<file path="src/rtl/kvt_pkg.sv">
// ----------------------------------------------------------------------------
// kvt_pkg: shared types and constants for the key/value table
// Operation and status codes, sequencer states and the cell command bundle.
// ----------------------------------------------------------------------------
package kvt_pkg;

  localparam int CAPACITY_DEF   = 16;
  localparam int KEY_BITS_DEF   = 16;
  localparam int VALUE_BITS_DEF = 32;

  // operation codes; the spare code behaves as a lookup
  localparam logic [1:0] FUNC_LOOKUP = 2'd0;
  localparam logic [1:0] FUNC_INSERT = 2'd1;
  localparam logic [1:0] FUNC_DELETE = 2'd2;

  // result status codes
  localparam logic [1:0] STAT_DONE   = 2'd0;
  localparam logic [1:0] STAT_DUP    = 2'd1;
  localparam logic [1:0] STAT_FULL   = 2'd2;
  localparam logic [1:0] STAT_ABSENT = 2'd3;

  typedef enum logic [1:0] {
    S_IDLE,
    S_CMP,
    S_UPD
  } kvt_state_t;

  // command broadcast to every cell
  typedef struct packed {
    logic cmp;  // register the key compare
    logic ins;  // first free cell takes the new entry
    logic del;  // cells at and above the hit take their upper neighbour
  } kvt_cmd_t;

endpackage

</file>
<file path="src/rtl/kvt_if.sv">
// ----------------------------------------------------------------------------
// kvt_if: request and result channels of the key/value table
// Valid/ready channels; a transfer happens when valid and ready are both high.
// ----------------------------------------------------------------------------
interface kvt_in_if #(
  parameter int KEY_BITS   = kvt_pkg::KEY_BITS_DEF,
  parameter int VALUE_BITS = kvt_pkg::VALUE_BITS_DEF
) ();
  logic                  valid;
  logic                  ready;
  logic [1:0]            func;
  logic [KEY_BITS-1:0]   key;
  logic [VALUE_BITS-1:0] new_value;

  modport source (output valid, func, key, new_value, input ready);
  modport sink   (input valid, func, key, new_value, output ready);
endinterface

interface kvt_out_if #(
  parameter int VALUE_BITS = kvt_pkg::VALUE_BITS_DEF,
  parameter int CNT_BITS   = $clog2(kvt_pkg::CAPACITY_DEF + 1)
) ();
  logic                  valid;
  logic                  ready;
  logic                  found;
  logic [VALUE_BITS-1:0] read_value;
  logic [1:0]            status;
  logic [CNT_BITS-1:0]   count_now;
  logic                  is_empty;
  logic                  is_full;

  modport source (output valid, found, read_value, status, count_now, is_empty, is_full,
                  input ready);
  modport sink   (input valid, found, read_value, status, count_now, is_empty, is_full,
                  output ready);
endinterface

</file>
<file path="src/rtl/kvt_cell.sv">
// ----------------------------------------------------------------------------
// kvt_cell: one entry of the table
// Holds key, value and a valid bit; compares against the broadcast key and
// takes its upper neighbour's entry when a delete closes the gap.
// ----------------------------------------------------------------------------
module kvt_cell #(
  parameter int KEY_BITS   = kvt_pkg::KEY_BITS_DEF,
  parameter int VALUE_BITS = kvt_pkg::VALUE_BITS_DEF
) (
  input  logic                  clk,
  input  logic                  rst_n,
  input  kvt_pkg::kvt_cmd_t     cmd,
  input  logic [KEY_BITS-1:0]   key,
  input  logic [VALUE_BITS-1:0] value,
  input  logic                  prev_valid,  // lower neighbour holds an entry
  input  logic                  prev_hit,    // hit somewhere below
  input  logic [KEY_BITS-1:0]   nb_key,      // upper neighbour
  input  logic [VALUE_BITS-1:0] nb_value,
  input  logic                  nb_valid,
  output logic [KEY_BITS-1:0]   key_q,
  output logic [VALUE_BITS-1:0] value_q,
  output logic                  valid_q,
  output logic                  hit_out,
  output logic [VALUE_BITS-1:0] rd_value
);
  import kvt_pkg::*;

  logic [KEY_BITS-1:0]   key_r,   key_nxt;
  logic [VALUE_BITS-1:0] value_r, value_nxt;
  logic                  valid_r, valid_nxt;
  logic                  match_r, match_nxt;
  logic                  take_new, take_nb;

  assign hit_out  = prev_hit | match_r;
  assign take_new = cmd.ins & ~valid_r & prev_valid;
  assign take_nb  = cmd.del & hit_out;

  always_comb begin
    key_nxt   = key_r;
    value_nxt = value_r;
    valid_nxt = valid_r;
    match_nxt = match_r;
    if (cmd.cmp) begin
      match_nxt = valid_r & (key_r == key);
    end
    if (take_new) begin
      key_nxt   = key;
      value_nxt = value;
      valid_nxt = 1'b1;
    end else if (take_nb) begin
      key_nxt   = nb_key;
      value_nxt = nb_value;
      valid_nxt = nb_valid;
      match_nxt = 1'b0;
    end
  end

  always_ff @(posedge clk) begin
    if (!rst_n) begin
      valid_r <= 1'b0;
      match_r <= 1'b0;
    end else begin
      valid_r <= valid_nxt;
      match_r <= match_nxt;
    end
  end

  always_ff @(posedge clk) begin
    key_r   <= key_nxt;
    value_r <= value_nxt;
  end

  assign key_q    = key_r;
  assign value_q  = value_r;
  assign valid_q  = valid_r;
  assign rd_value = match_r ? value_r : '0;

endmodule

</file>
<file path="src/rtl/key_value_table.sv">
// ----------------------------------------------------------------------------
// key_value_table: associative key/value table built as a row of cells
// Result registered in the update state once the result register is free or
// draining. Each request passes transfer, compare and update through the cell
// row before the next is taken, also while an earlier result still waits.
// Reset: synchronous, active low; clears valid bits, count and missing value.
// Stored keys and values are not cleared, so no clearing pass is needed.
// ----------------------------------------------------------------------------
module key_value_table #(
  parameter int CAPACITY   = kvt_pkg::CAPACITY_DEF,
  parameter int KEY_BITS   = kvt_pkg::KEY_BITS_DEF,
  parameter int VALUE_BITS = kvt_pkg::VALUE_BITS_DEF
) (
  input  logic                  clk,
  input  logic                  rst_n,
  kvt_in_if.sink                in_ch,
  kvt_out_if.source             out_ch,
  input  logic                  cfg_we,
  input  logic [VALUE_BITS-1:0] cfg_wdata
);
  import kvt_pkg::*;

  localparam int CNT_BITS = $clog2(CAPACITY + 1);
  localparam logic [CNT_BITS-1:0] CNT_MAX = CNT_BITS'(CAPACITY);

  // sequencer
  kvt_state_t state_r, state_nxt;
  kvt_cmd_t   cmd;
  logic       upd_go;

  // request held for the compare and update cycles
  logic [1:0]            op_r;
  logic [KEY_BITS-1:0]   key_r;
  logic [VALUE_BITS-1:0] val_r;
  logic [VALUE_BITS-1:0] missing_r;
  logic [CNT_BITS-1:0]   cnt_r, cnt_nxt;

  // result register
  logic                  out_valid_r;
  logic                  found_r;
  logic [VALUE_BITS-1:0] rdval_r, rdval_nxt;
  logic [1:0]            status_r, status_nxt;
  logic [CNT_BITS-1:0]   outcnt_r;

  // cell row wiring; the extra top slot is the empty entry beyond the end
  logic [KEY_BITS-1:0]   cell_key   [CAPACITY+1];
  logic [VALUE_BITS-1:0] cell_val   [CAPACITY+1];
  logic                  cell_valid [CAPACITY+1];
  logic                  hit_chain  [CAPACITY+1];
  logic [VALUE_BITS-1:0] cell_rd    [CAPACITY];
  logic [VALUE_BITS-1:0] rd_or;
  logic                  hit_any;
  logic                  is_ins, is_del, full_now;

  assign cell_key[CAPACITY]   = '0;
  assign cell_val[CAPACITY]   = '0;
  assign cell_valid[CAPACITY] = 1'b0;
  assign hit_chain[0]         = 1'b0;

  genvar gi;
  generate
    for (gi = 0; gi < CAPACITY; gi++) begin : g_cell
      logic prev_v;
      if (gi == 0) begin : g_first
        assign prev_v = 1'b1;
      end else begin : g_rest
        assign prev_v = cell_valid[gi-1];
      end
      kvt_cell #(
        .KEY_BITS   (KEY_BITS),
        .VALUE_BITS (VALUE_BITS)
      ) u_cell (
        .clk        (clk),
        .rst_n      (rst_n),
        .cmd        (cmd),
        .key        (key_r),
        .value      (val_r),
        .prev_valid (prev_v),
        .prev_hit   (hit_chain[gi]),
        .nb_key     (cell_key[gi+1]),
        .nb_value   (cell_val[gi+1]),
        .nb_valid   (cell_valid[gi+1]),
        .key_q      (cell_key[gi]),
        .value_q    (cell_val[gi]),
        .valid_q    (cell_valid[gi]),
        .hit_out    (hit_chain[gi+1]),
        .rd_value   (cell_rd[gi])
      );
    end
  endgenerate

  // keys are unique, so at most one cell drives a non-zero read value
  always_comb begin
    rd_or = '0;
    for (int i = 0; i < CAPACITY; i++) begin
      rd_or = rd_or | cell_rd[i];
    end
  end

  assign hit_any  = hit_chain[CAPACITY];
  assign is_ins   = (op_r == FUNC_INSERT);
  assign is_del   = (op_r == FUNC_DELETE);
  assign full_now = (cnt_r == CNT_MAX);

  // update may only go ahead when the result register is free or draining
  assign upd_go = (state_r == S_UPD) && (!out_valid_r || out_ch.ready);

  always_comb begin
    state_nxt = state_r;
    cmd       = '0;
    unique case (state_r)
      S_IDLE: begin
        if (in_ch.valid) state_nxt = S_CMP;
      end
      S_CMP: begin
        cmd.cmp   = 1'b1;
        state_nxt = S_UPD;
      end
      S_UPD: begin
        cmd.ins = upd_go & is_ins & ~hit_any;
        cmd.del = upd_go & is_del;
        if (upd_go) state_nxt = S_IDLE;
      end
      default: state_nxt = S_IDLE;
    endcase
  end

  assign in_ch.ready = (state_r == S_IDLE);

  // status, read value and new count of the current request
  always_comb begin
    cnt_nxt    = cnt_r;
    rdval_nxt  = missing_r;
    status_nxt = STAT_DONE;
    case (op_r)
      FUNC_INSERT: begin
        if (hit_any) begin
          status_nxt = STAT_DUP;
        end else if (full_now) begin
          status_nxt = STAT_FULL;
        end else begin
          cnt_nxt = cnt_r + 1'b1;
        end
      end
      FUNC_DELETE: begin
        if (hit_any) begin
          cnt_nxt = cnt_r - 1'b1;
        end else begin
          status_nxt = STAT_ABSENT;
        end
      end
      default: begin
        if (hit_any) begin
          rdval_nxt = rd_or;
        end else begin
          status_nxt = STAT_ABSENT;
        end
      end
    endcase
  end

  always_ff @(posedge clk) begin
    if (!rst_n) begin
      state_r     <= S_IDLE;
      cnt_r       <= '0;
      missing_r   <= '0;
      out_valid_r <= 1'b0;
    end else begin
      state_r <= state_nxt;
      if (cfg_we) missing_r <= cfg_wdata;
      if (upd_go) begin
        cnt_r       <= cnt_nxt;
        out_valid_r <= 1'b1;
      end else if (out_ch.ready) begin
        out_valid_r <= 1'b0;
      end
    end
  end

  // request capture and result payload
  always_ff @(posedge clk) begin
    if (in_ch.valid && in_ch.ready) begin
      op_r  <= in_ch.func;
      key_r <= in_ch.key;
      val_r <= in_ch.new_value;
    end
    if (upd_go) begin
      found_r  <= hit_any;
      rdval_r  <= rdval_nxt;
      status_r <= status_nxt;
      outcnt_r <= cnt_nxt;
    end
  end

  assign out_ch.valid      = out_valid_r;
  assign out_ch.found      = found_r;
  assign out_ch.read_value = rdval_r;
  assign out_ch.status     = status_r;
  assign out_ch.count_now  = outcnt_r;
  assign out_ch.is_empty   = (outcnt_r == '0);
  assign out_ch.is_full    = (outcnt_r == CNT_MAX);

endmodule
</file>
<file path="src/flat_wrapper.sv">
// flat-port wrapper written by rule: the top's interface ports become plain ports
module key_value_table_flat import kvt_pkg::*;
#(
  parameter int CAPACITY   = kvt_pkg::CAPACITY_DEF,
  parameter int KEY_BITS   = kvt_pkg::KEY_BITS_DEF,
  parameter int VALUE_BITS = kvt_pkg::VALUE_BITS_DEF
)
  (clk, rst_n, cfg_we, cfg_wdata, in_ch_valid, in_ch_func, in_ch_key, in_ch_new_value, in_ch_ready, out_ch_valid, out_ch_found, out_ch_read_value, out_ch_status, out_ch_count_now, out_ch_is_empty, out_ch_is_full, out_ch_ready);
  kvt_in_if #(.KEY_BITS(KEY_BITS), .VALUE_BITS(VALUE_BITS)) in_ch_i ();
  kvt_out_if #(.VALUE_BITS(VALUE_BITS)) out_ch_i ();
  input  logic clk;
  input  logic rst_n;
  input  logic cfg_we;
  input  logic [VALUE_BITS-1:0] cfg_wdata;
  input wire logic [$bits(in_ch_i.valid)-1:0] in_ch_valid;
  input wire logic [$bits(in_ch_i.func)-1:0] in_ch_func;
  input wire logic [$bits(in_ch_i.key)-1:0] in_ch_key;
  input wire logic [$bits(in_ch_i.new_value)-1:0] in_ch_new_value;
  output wire logic [$bits(in_ch_i.ready)-1:0] in_ch_ready;
  output wire logic [$bits(out_ch_i.valid)-1:0] out_ch_valid;
  output wire logic [$bits(out_ch_i.found)-1:0] out_ch_found;
  output wire logic [$bits(out_ch_i.read_value)-1:0] out_ch_read_value;
  output wire logic [$bits(out_ch_i.status)-1:0] out_ch_status;
  output wire logic [$bits(out_ch_i.count_now)-1:0] out_ch_count_now;
  output wire logic [$bits(out_ch_i.is_empty)-1:0] out_ch_is_empty;
  output wire logic [$bits(out_ch_i.is_full)-1:0] out_ch_is_full;
  input wire logic [$bits(out_ch_i.ready)-1:0] out_ch_ready;
  assign in_ch_i.valid = in_ch_valid;
  assign in_ch_i.func = in_ch_func;
  assign in_ch_i.key = in_ch_key;
  assign in_ch_i.new_value = in_ch_new_value;
  assign in_ch_ready = in_ch_i.ready;
  assign out_ch_valid = out_ch_i.valid;
  assign out_ch_found = out_ch_i.found;
  assign out_ch_read_value = out_ch_i.read_value;
  assign out_ch_status = out_ch_i.status;
  assign out_ch_count_now = out_ch_i.count_now;
  assign out_ch_is_empty = out_ch_i.is_empty;
  assign out_ch_is_full = out_ch_i.is_full;
  assign out_ch_i.ready = out_ch_ready;
  key_value_table #(.CAPACITY(CAPACITY), .KEY_BITS(KEY_BITS), .VALUE_BITS(VALUE_BITS)) u_core (.clk(clk), .rst_n(rst_n), .in_ch(in_ch_i), .out_ch(out_ch_i), .cfg_we(cfg_we), .cfg_wdata(cfg_wdata));
endmodule
</file>
<file path="config.mk">
export PLATFORM = sky130hd
export DESIGN_NAME = key_value_table_flat
export DESIGN_NICKNAME = d
export VERILOG_FILES = /design/src/rtl/kvt_pkg.sv /design/src/rtl/kvt_if.sv /design/src/rtl/kvt_cell.sv /design/src/rtl/key_value_table.sv /design/src/flat_wrapper.sv
export SDC_FILE = /design/constraint.sdc
export NUM_CORES = 1
export LEC_CHECK = 0
export BUFFER_PORTS_ARGS = -buffer_cell sky130_fd_sc_hd__buf_2
export CORE_MARGIN = 5
export CORE_UTILIZATION = 35
export CTS_BUF_LIST = sky130_fd_sc_hd__clkbuf_4
export CTS_CLUSTER_DIAMETER = 40
export DETAILED_ROUTE_END_ITERATION = 7
export HOLD_SLACK_MARGIN = 0.05
export PLACE_DENSITY = 0.59
export SETUP_SLACK_MARGIN = 0.2
export SKIP_CTS_REPAIR_TIMING = 1
export SYNTH_ARGS = -nofsm -noshare
export SYNTH_HDL_FRONTEND = slang
export SYNTH_SLANG_ARGS = --single-unit
</file>
<file path="constraint.sdc">
create_clock -name clk -period 8.6 [get_ports clk]
set_input_delay 0.86 -clock clk [delete_from_list [all_inputs] [get_ports clk]]
set_output_delay 0.86 -clock clk [all_outputs]
set_load 0.01 [all_outputs]
</file>
* Yosys cells after proc, flatten, opt, wreduce, memory -nomap -nowiden
Index checks and enable logic that the tools add are counted.
Word-level totals: flip-flop bits (word level) 930, input port bits 87
Cells by class: add/subtract/negate cells 2, eq/ne operators 24, mux-type cells 177, bitwise logic cells 113, reduce and logical (&&, ||, !) cells 25
Operators by type and width (number):
- 32-bit 2-to-1 mux | 50
- 16-bit 2-to-1 mux | 32
- 32-bit bitwise OR | 15
- 16-bit equality test | 16
- 1-bit 2-to-1 mux | 83
- 1-bit bitwise AND | 66
- 2-bit nonzero test | 17
- 1-bit NOT | 17
- 5-bit 2-to-1 mux | 3
- 1-bit bitwise OR | 15
- 2-bit 2-to-1 mux | 7
- 5-bit equality test (second input constant) | 2
- 5-bit case mux with 2 select lines | 1
- 2-bit case mux with 3 select lines | 1
- 5-bit by 1-bit adder with 5-bit output (second input constant) | 1
- 5-bit zero test | 1
- 5-bit by 1-bit subtractor with 5-bit output (second input constant) | 1
- 2-bit by 1-bit equality test with 1-bit output (second input constant) | 2
- 2-bit equality test (second input constant) | 2
- 1-bit logical AND | 2
- 2-bit zero test | 1
- 2-bit by 1-bit inequality test with 1-bit output (second input constant) | 1
- 2-bit inequality test (second input constant) | 1
- 2-bit AND reduction | 1
- 3 further kinds | 3

* Depth between registers and ports, before layout
depth after elaboration 21, depth in mapped cells 10, mapped depth without buffers 7

* Hierarchy
From an unflattened synthesis, not the netlist that was laid out.
Unflattened totals: cells, all modules 3207, area, all modules 46493.3 µm²
By module, submodules not included:
- kvt_cell | instances 16, cells an instance 170, area an instance 2532.4 µm², seq. area each 1481.4 µm²
- key_value_table | instances 1, cells an instance 487, area an instance 5974.5 µm², seq. area each 3503.4 µm²

* Worst setup path before layout
No wires, ideal clock.
kind in2reg, from input port out_ch_ready, to register u_core.g_cell[10].u_cell.valid_r, library setup time 74 ps, arrival 5733 ps, setup slack 2793 ps, stages on the path 6, buffers on the path 1, cell sequence nand2b_1 > and3_1 > nand3_4 > clkbuf_1 > o21ai_0 > o221a_2
On the way: longest elaborated chain between the ends 8, elaborated cells between the ends (all ways) 11, those cells by class 2 x mux; 6 x bitwise; 3 x reduce/logical
Ends and longest elaborated chain:
- from (decl) | RTL line flat_wrapper.sv:27 | input wire logic [$bits(out_ch_i.ready)-1:0] out_ch_ready;
- 1-bit logical OR (*) | RTL line key_value_table.sv:106 | assign upd_go = (state_r == S_UPD) && (!out_valid_r || out_ch.ready);
- 1-bit logical AND (*) | RTL line key_value_table.sv:106
- 1-bit bitwise AND (2 in a row) | RTL line key_value_table.sv:120 | cmd.ins = upd_go & is_ins & ~hit_any;
- 2-bit 2-to-1 mux (*) | RTL line key_value_table.sv:111 | unique case (state_r)
- 1-bit bitwise AND (2 in a row) | RTL line kvt_cell.sv:35 | assign take_new = cmd.ins & ~valid_r & prev_valid;
- 1-bit 2-to-1 mux or 2-bit nonzero test (tied branches)
- to (signal assigned) | RTL line kvt_cell.sv:63 | valid_r <= valid_nxt;
- to (decl) | RTL line kvt_cell.sv:30 | logic valid_r, valid_nxt;
Mark *: on every way between the ends. The rest lies on a longest branch, timed or not. A chain may end at the register's enable or synchronous reset.

* Worst setup path after layout
from register u_core.g_cell[1].u_cell.match_r, to register u_core.g_cell[5].u_cell.value_r[27] (enable)
On the way: longest elaborated chain between the ends 21, elaborated cells between the ends (all ways) 22, those cells by class 1 x mux; 20 x bitwise; 1 x reduce/logical
Ends and longest elaborated chain:
- from (decl) | RTL line kvt_cell.sv:31 | logic match_r, match_nxt;
- from (signal assigned) | RTL line kvt_cell.sv:64 | match_r <= match_nxt;
- 1-bit bitwise OR (*) (5 in a row) | RTL line kvt_cell.sv:34 | assign hit_out = prev_hit | match_r;
- 1-bit bitwise OR (10 in a row) | RTL line kvt_cell.sv:34
- 1-bit NOT | RTL line key_value_table.sv:120
- 1-bit bitwise AND | RTL line key_value_table.sv:120
- 2-bit 2-to-1 mux | RTL line key_value_table.sv:111
- 1-bit bitwise AND (2 in a row) | RTL line kvt_cell.sv:35
- 2-bit nonzero test (no source line) (*)
- to (signal assigned) | RTL line kvt_cell.sv:70 | value_r <= value_nxt;
- to (decl) | RTL line kvt_cell.sv:29 | logic [VALUE_BITS-1:0] value_r, value_nxt;
Marks and branches as above.

==> qor.txt <==
outcome -> complete, no violations
fin. max-slew vios -> 0
Logic pwr share -> 2.9%
clock sink total -> 930
maximum fanout along the worst path -> 50
Max Clk Rate -> 222 MHz
max cap viols -> 0
Die ar. -> 134000 µm²
Pint -> 7.20 mW
Area Overhead vs Synth -> 14.4%
setup TNS -> 0 ns
drt drc -> 0
wl on met1 -> 56200 µm
Post-Place Cells -> 4629
Final HPWL DP -> 73600 µm
Hold Path End -> u_core.out_ch.valid
WL met3 -> 11900 µm
RSZ-0062 raised after global routing -> false
worst-skew pair later-pin latency -> 1.19 ns
Seq/Total Area, Yosys -> 61.3%
met2 routed WL -> 63500 µm
most frequent cells in the layout -> edfxtp_1 (858), mux2_2 (717), clkbuf_4 (404)
Final Critical Period -> 4.51 ns
CTS tree -> built
Peak VDD IR -> 0.125 mV
Fill cells -> 11800
fin cells -> 5161
CTS buffer count -> 277
leakage power -> 17.0 nW
Rows -> 130
hold path start -> out_ch_ready
vias in the first global route -> 29300
CTS Root Cell -> clkbuf_4
final period utilization -> 52.4%
Global Route Usage Sum -> 19.4%
layout cells sized above 1 -> 39.6%
PD cells -> 183 nW/µm²
final design utilization -> 40.3%
Main synth FF type -> edfxtp_1
slew at the pin with the worst max-slew slack -> 1.16 ns
H-tree level count -> 5
Reg2Reg Depth -> 7
final worst slack -> 4.09 ns
DR pass1 iterations -> 6
Hold Slack -> 0.146 ns
Net Count, Synth -> 3148
R2R Setup Slk -> 4.09 ns
nets@finish -> 3432
I/O pins -> 131
# setup viols final -> 0
Setup WS pre-CTS -> 4.15 ns
ys async rst share -> 0%
Gate Count Post-Synth -> 3057
worst r2r src -> u_core.g_cell[1].u_cell.match_r
switching share of power -> 22.5%
starting density of the core -> 35.3%
clock tree buffer depth -> 4
Crit. End Element -> flop
Via density -> 5.54
critical path class -> reg -> reg
routed vias -> 28600
mapped cell area -> 44400 µm²
worst reg2reg path endpoint -> u_core.g_cell[5].u_cell.value_q[27]
register share of total power -> 53.4%
WL final -> 135000 µm
crit path DAT -> 5.25 ns
crit start category -> flop
IO Port Bufs -> 130
Hold Path Class -> in -> reg
DR WL/cell -> 26.1 µm
Ys Warns -> 0
GPL Wtd Cong -> 0.808
Synth cell types -> 59
die height -> 366 µm
DRT iter0 DRCs -> 2804
Clock Power Share -> 43.7%
relative slew slack -> 22.8%
Die Wd -> 366 µm
Layout Skew -> 0.0727 ns
initial antenna violation count -> 11
total core area -> 126000 µm²
mean post-synth cell area -> 14.5 µm²
synthesized flop and latch total -> 930
commonest non-fill, non-tap cell in the layout -> edfxtp_1
Worst-path clk slew -> 0.06 ns
Final ANT Viol Nets -> 0
Final Hold Fails -> 0
global-route wire length before repair -> 195000 µm
gr ovfl total -> 0
NetSw -> 2.10 mW
Cells on Worst Hold Path -> 3
max layer used -> met5
required time worst endpoint -> 9.34 ns
largest net degree at the start of global routing -> 65
number of synthesized flops with an enable pin -> 858
## area by class of cell
type                    count  area, µm²  share of cell area [%]
inverters                  13       48.8                  0.0961
repair buffers            279       1980                    3.89
clock inverters            38        200                   0.394
multi-input cells        1840      16200                    31.9
diodes                      7       17.5                  0.0345
flip-flops and latches    930      27200                    53.6
well taps                1650       2060                    4.06
clock buffers             404       3030                    5.97
## worst max path at each step
stage / from / to / slack (ns) / depth (start not counted)
2_1_floorplan: out_ch_ready / u_core.g_cell[10].u_cell.valid_q / 2.79 / 6
3_3_place_gp: u_core.g_cell[4].u_cell.match_r / u_core.g_cell[5].u_cell.value_q[22] / 4.21 / 7
3_5_place_dp: u_core.g_cell[1].u_cell.match_r / u_core.g_cell[5].u_cell.value_q[17] / 4.15 / 7
4_1_cts: u_core.g_cell[1].u_cell.match_r / u_core.g_cell[5].u_cell.value_q[30] / 4.11 / 7
5_1_grt: u_core.g_cell[1].u_cell.match_r / u_core.g_cell[5].u_cell.value_q[30] / 3.95 / 7
6_report: u_core.g_cell[1].u_cell.match_r / u_core.g_cell[5].u_cell.value_q[27] / 4.09 / 7
## sequential cells by signal, indices dropped and copies added, names as in the netlist, 5 cells and up
| name | flops |
|---|---|
| u_core.out_ch.read_value | 32 |
| u_core.key_r | 16 |
| u_core.cnt_r | 5 |
| u_core.val_r | 32 |
| u_core.out_ch.count_now | 5 |
| u_core.g_cell.u_cell.valid_q | 16 |
| u_core.g_cell.u_cell.key_q | 256 |
| u_core.g_cell.u_cell.value_q | 512 |
| u_core.g_cell.u_cell.match_r | 16 |
| u_core.missing_r | 32 |
## worst max-delay path: stages (launching register included)
cell and delay, ns:
dfxtp_2 0.31, buf_4 0.36, nor4_4 0.44, and3_1 0.45, nand3_4 0.54, nor3b_4 0.32
buf_4 0.74, nand2b_4 0.88
## synthesized netlist by cell type (all sizes together), types with 32 or more instances
master / instances / area [µm²]
xnor2: 39 / 342
edfxtp: 858 / 25800
a221oi: 44 / 385
clkbuf: 161 / 604
nand3: 68 / 358
xor2: 218 / 1910
a22o: 42 / 368
nor4: 53 / 414
nor2: 85 / 319
mux2i: 32 / 320
o21ai: 76 / 380
buf: 113 / 586
and2: 52 / 325
mux2: 720 / 8110
dfxtp: 72 / 1440
a22oi: 172 / 1290
nand2: 61 / 229
nand4: 46 / 288
## logic make-up after synthesis
logic type,count (synthesis),synth area share (%)
flip-flops,930,61.3
multiplexers,752,19.0
AND/OR/NAND/NOR,438,5.40
AO/OA/AOI/OAI,389,6.38
buffers and inverters,287,2.79
XOR/XNOR,257,5.07
adder cells (fa/ha/maj),4,0.113
## per-stage QoR
step / instance area (µm²) / total power [mW]
floorplan: 44400 / 5.20
global placement: 46700 / 5.30
detailed placement: 46700 / 5.30
CTS: 49900 / 9.40
global route: 50800 / 9.71
finish: 50800 / 9.30
## routing by layer
layer / track usage (%) / up-vias
li1: - / 12500
met1: 24.9 / 14500
met2: 31.3 / 1377
met3: 5.58 / 240
met4: 6.60 / 2
met5: 0 / -
## power groups by stage
stage,Sequential [mW],Combinational [mW],Clock [mW]
2_1_floorplan,5.03,0.171,0
3_3_place_gp,5.06,0.243,0
3_5_place_dp,5.06,0.246,0
4_1_cts,4.96,0.246,4.19
5_1_grt,4.96,0.299,4.45
6_report,4.96,0.272,4.06
Note: power is estimated with default switching activity, not from simulation.
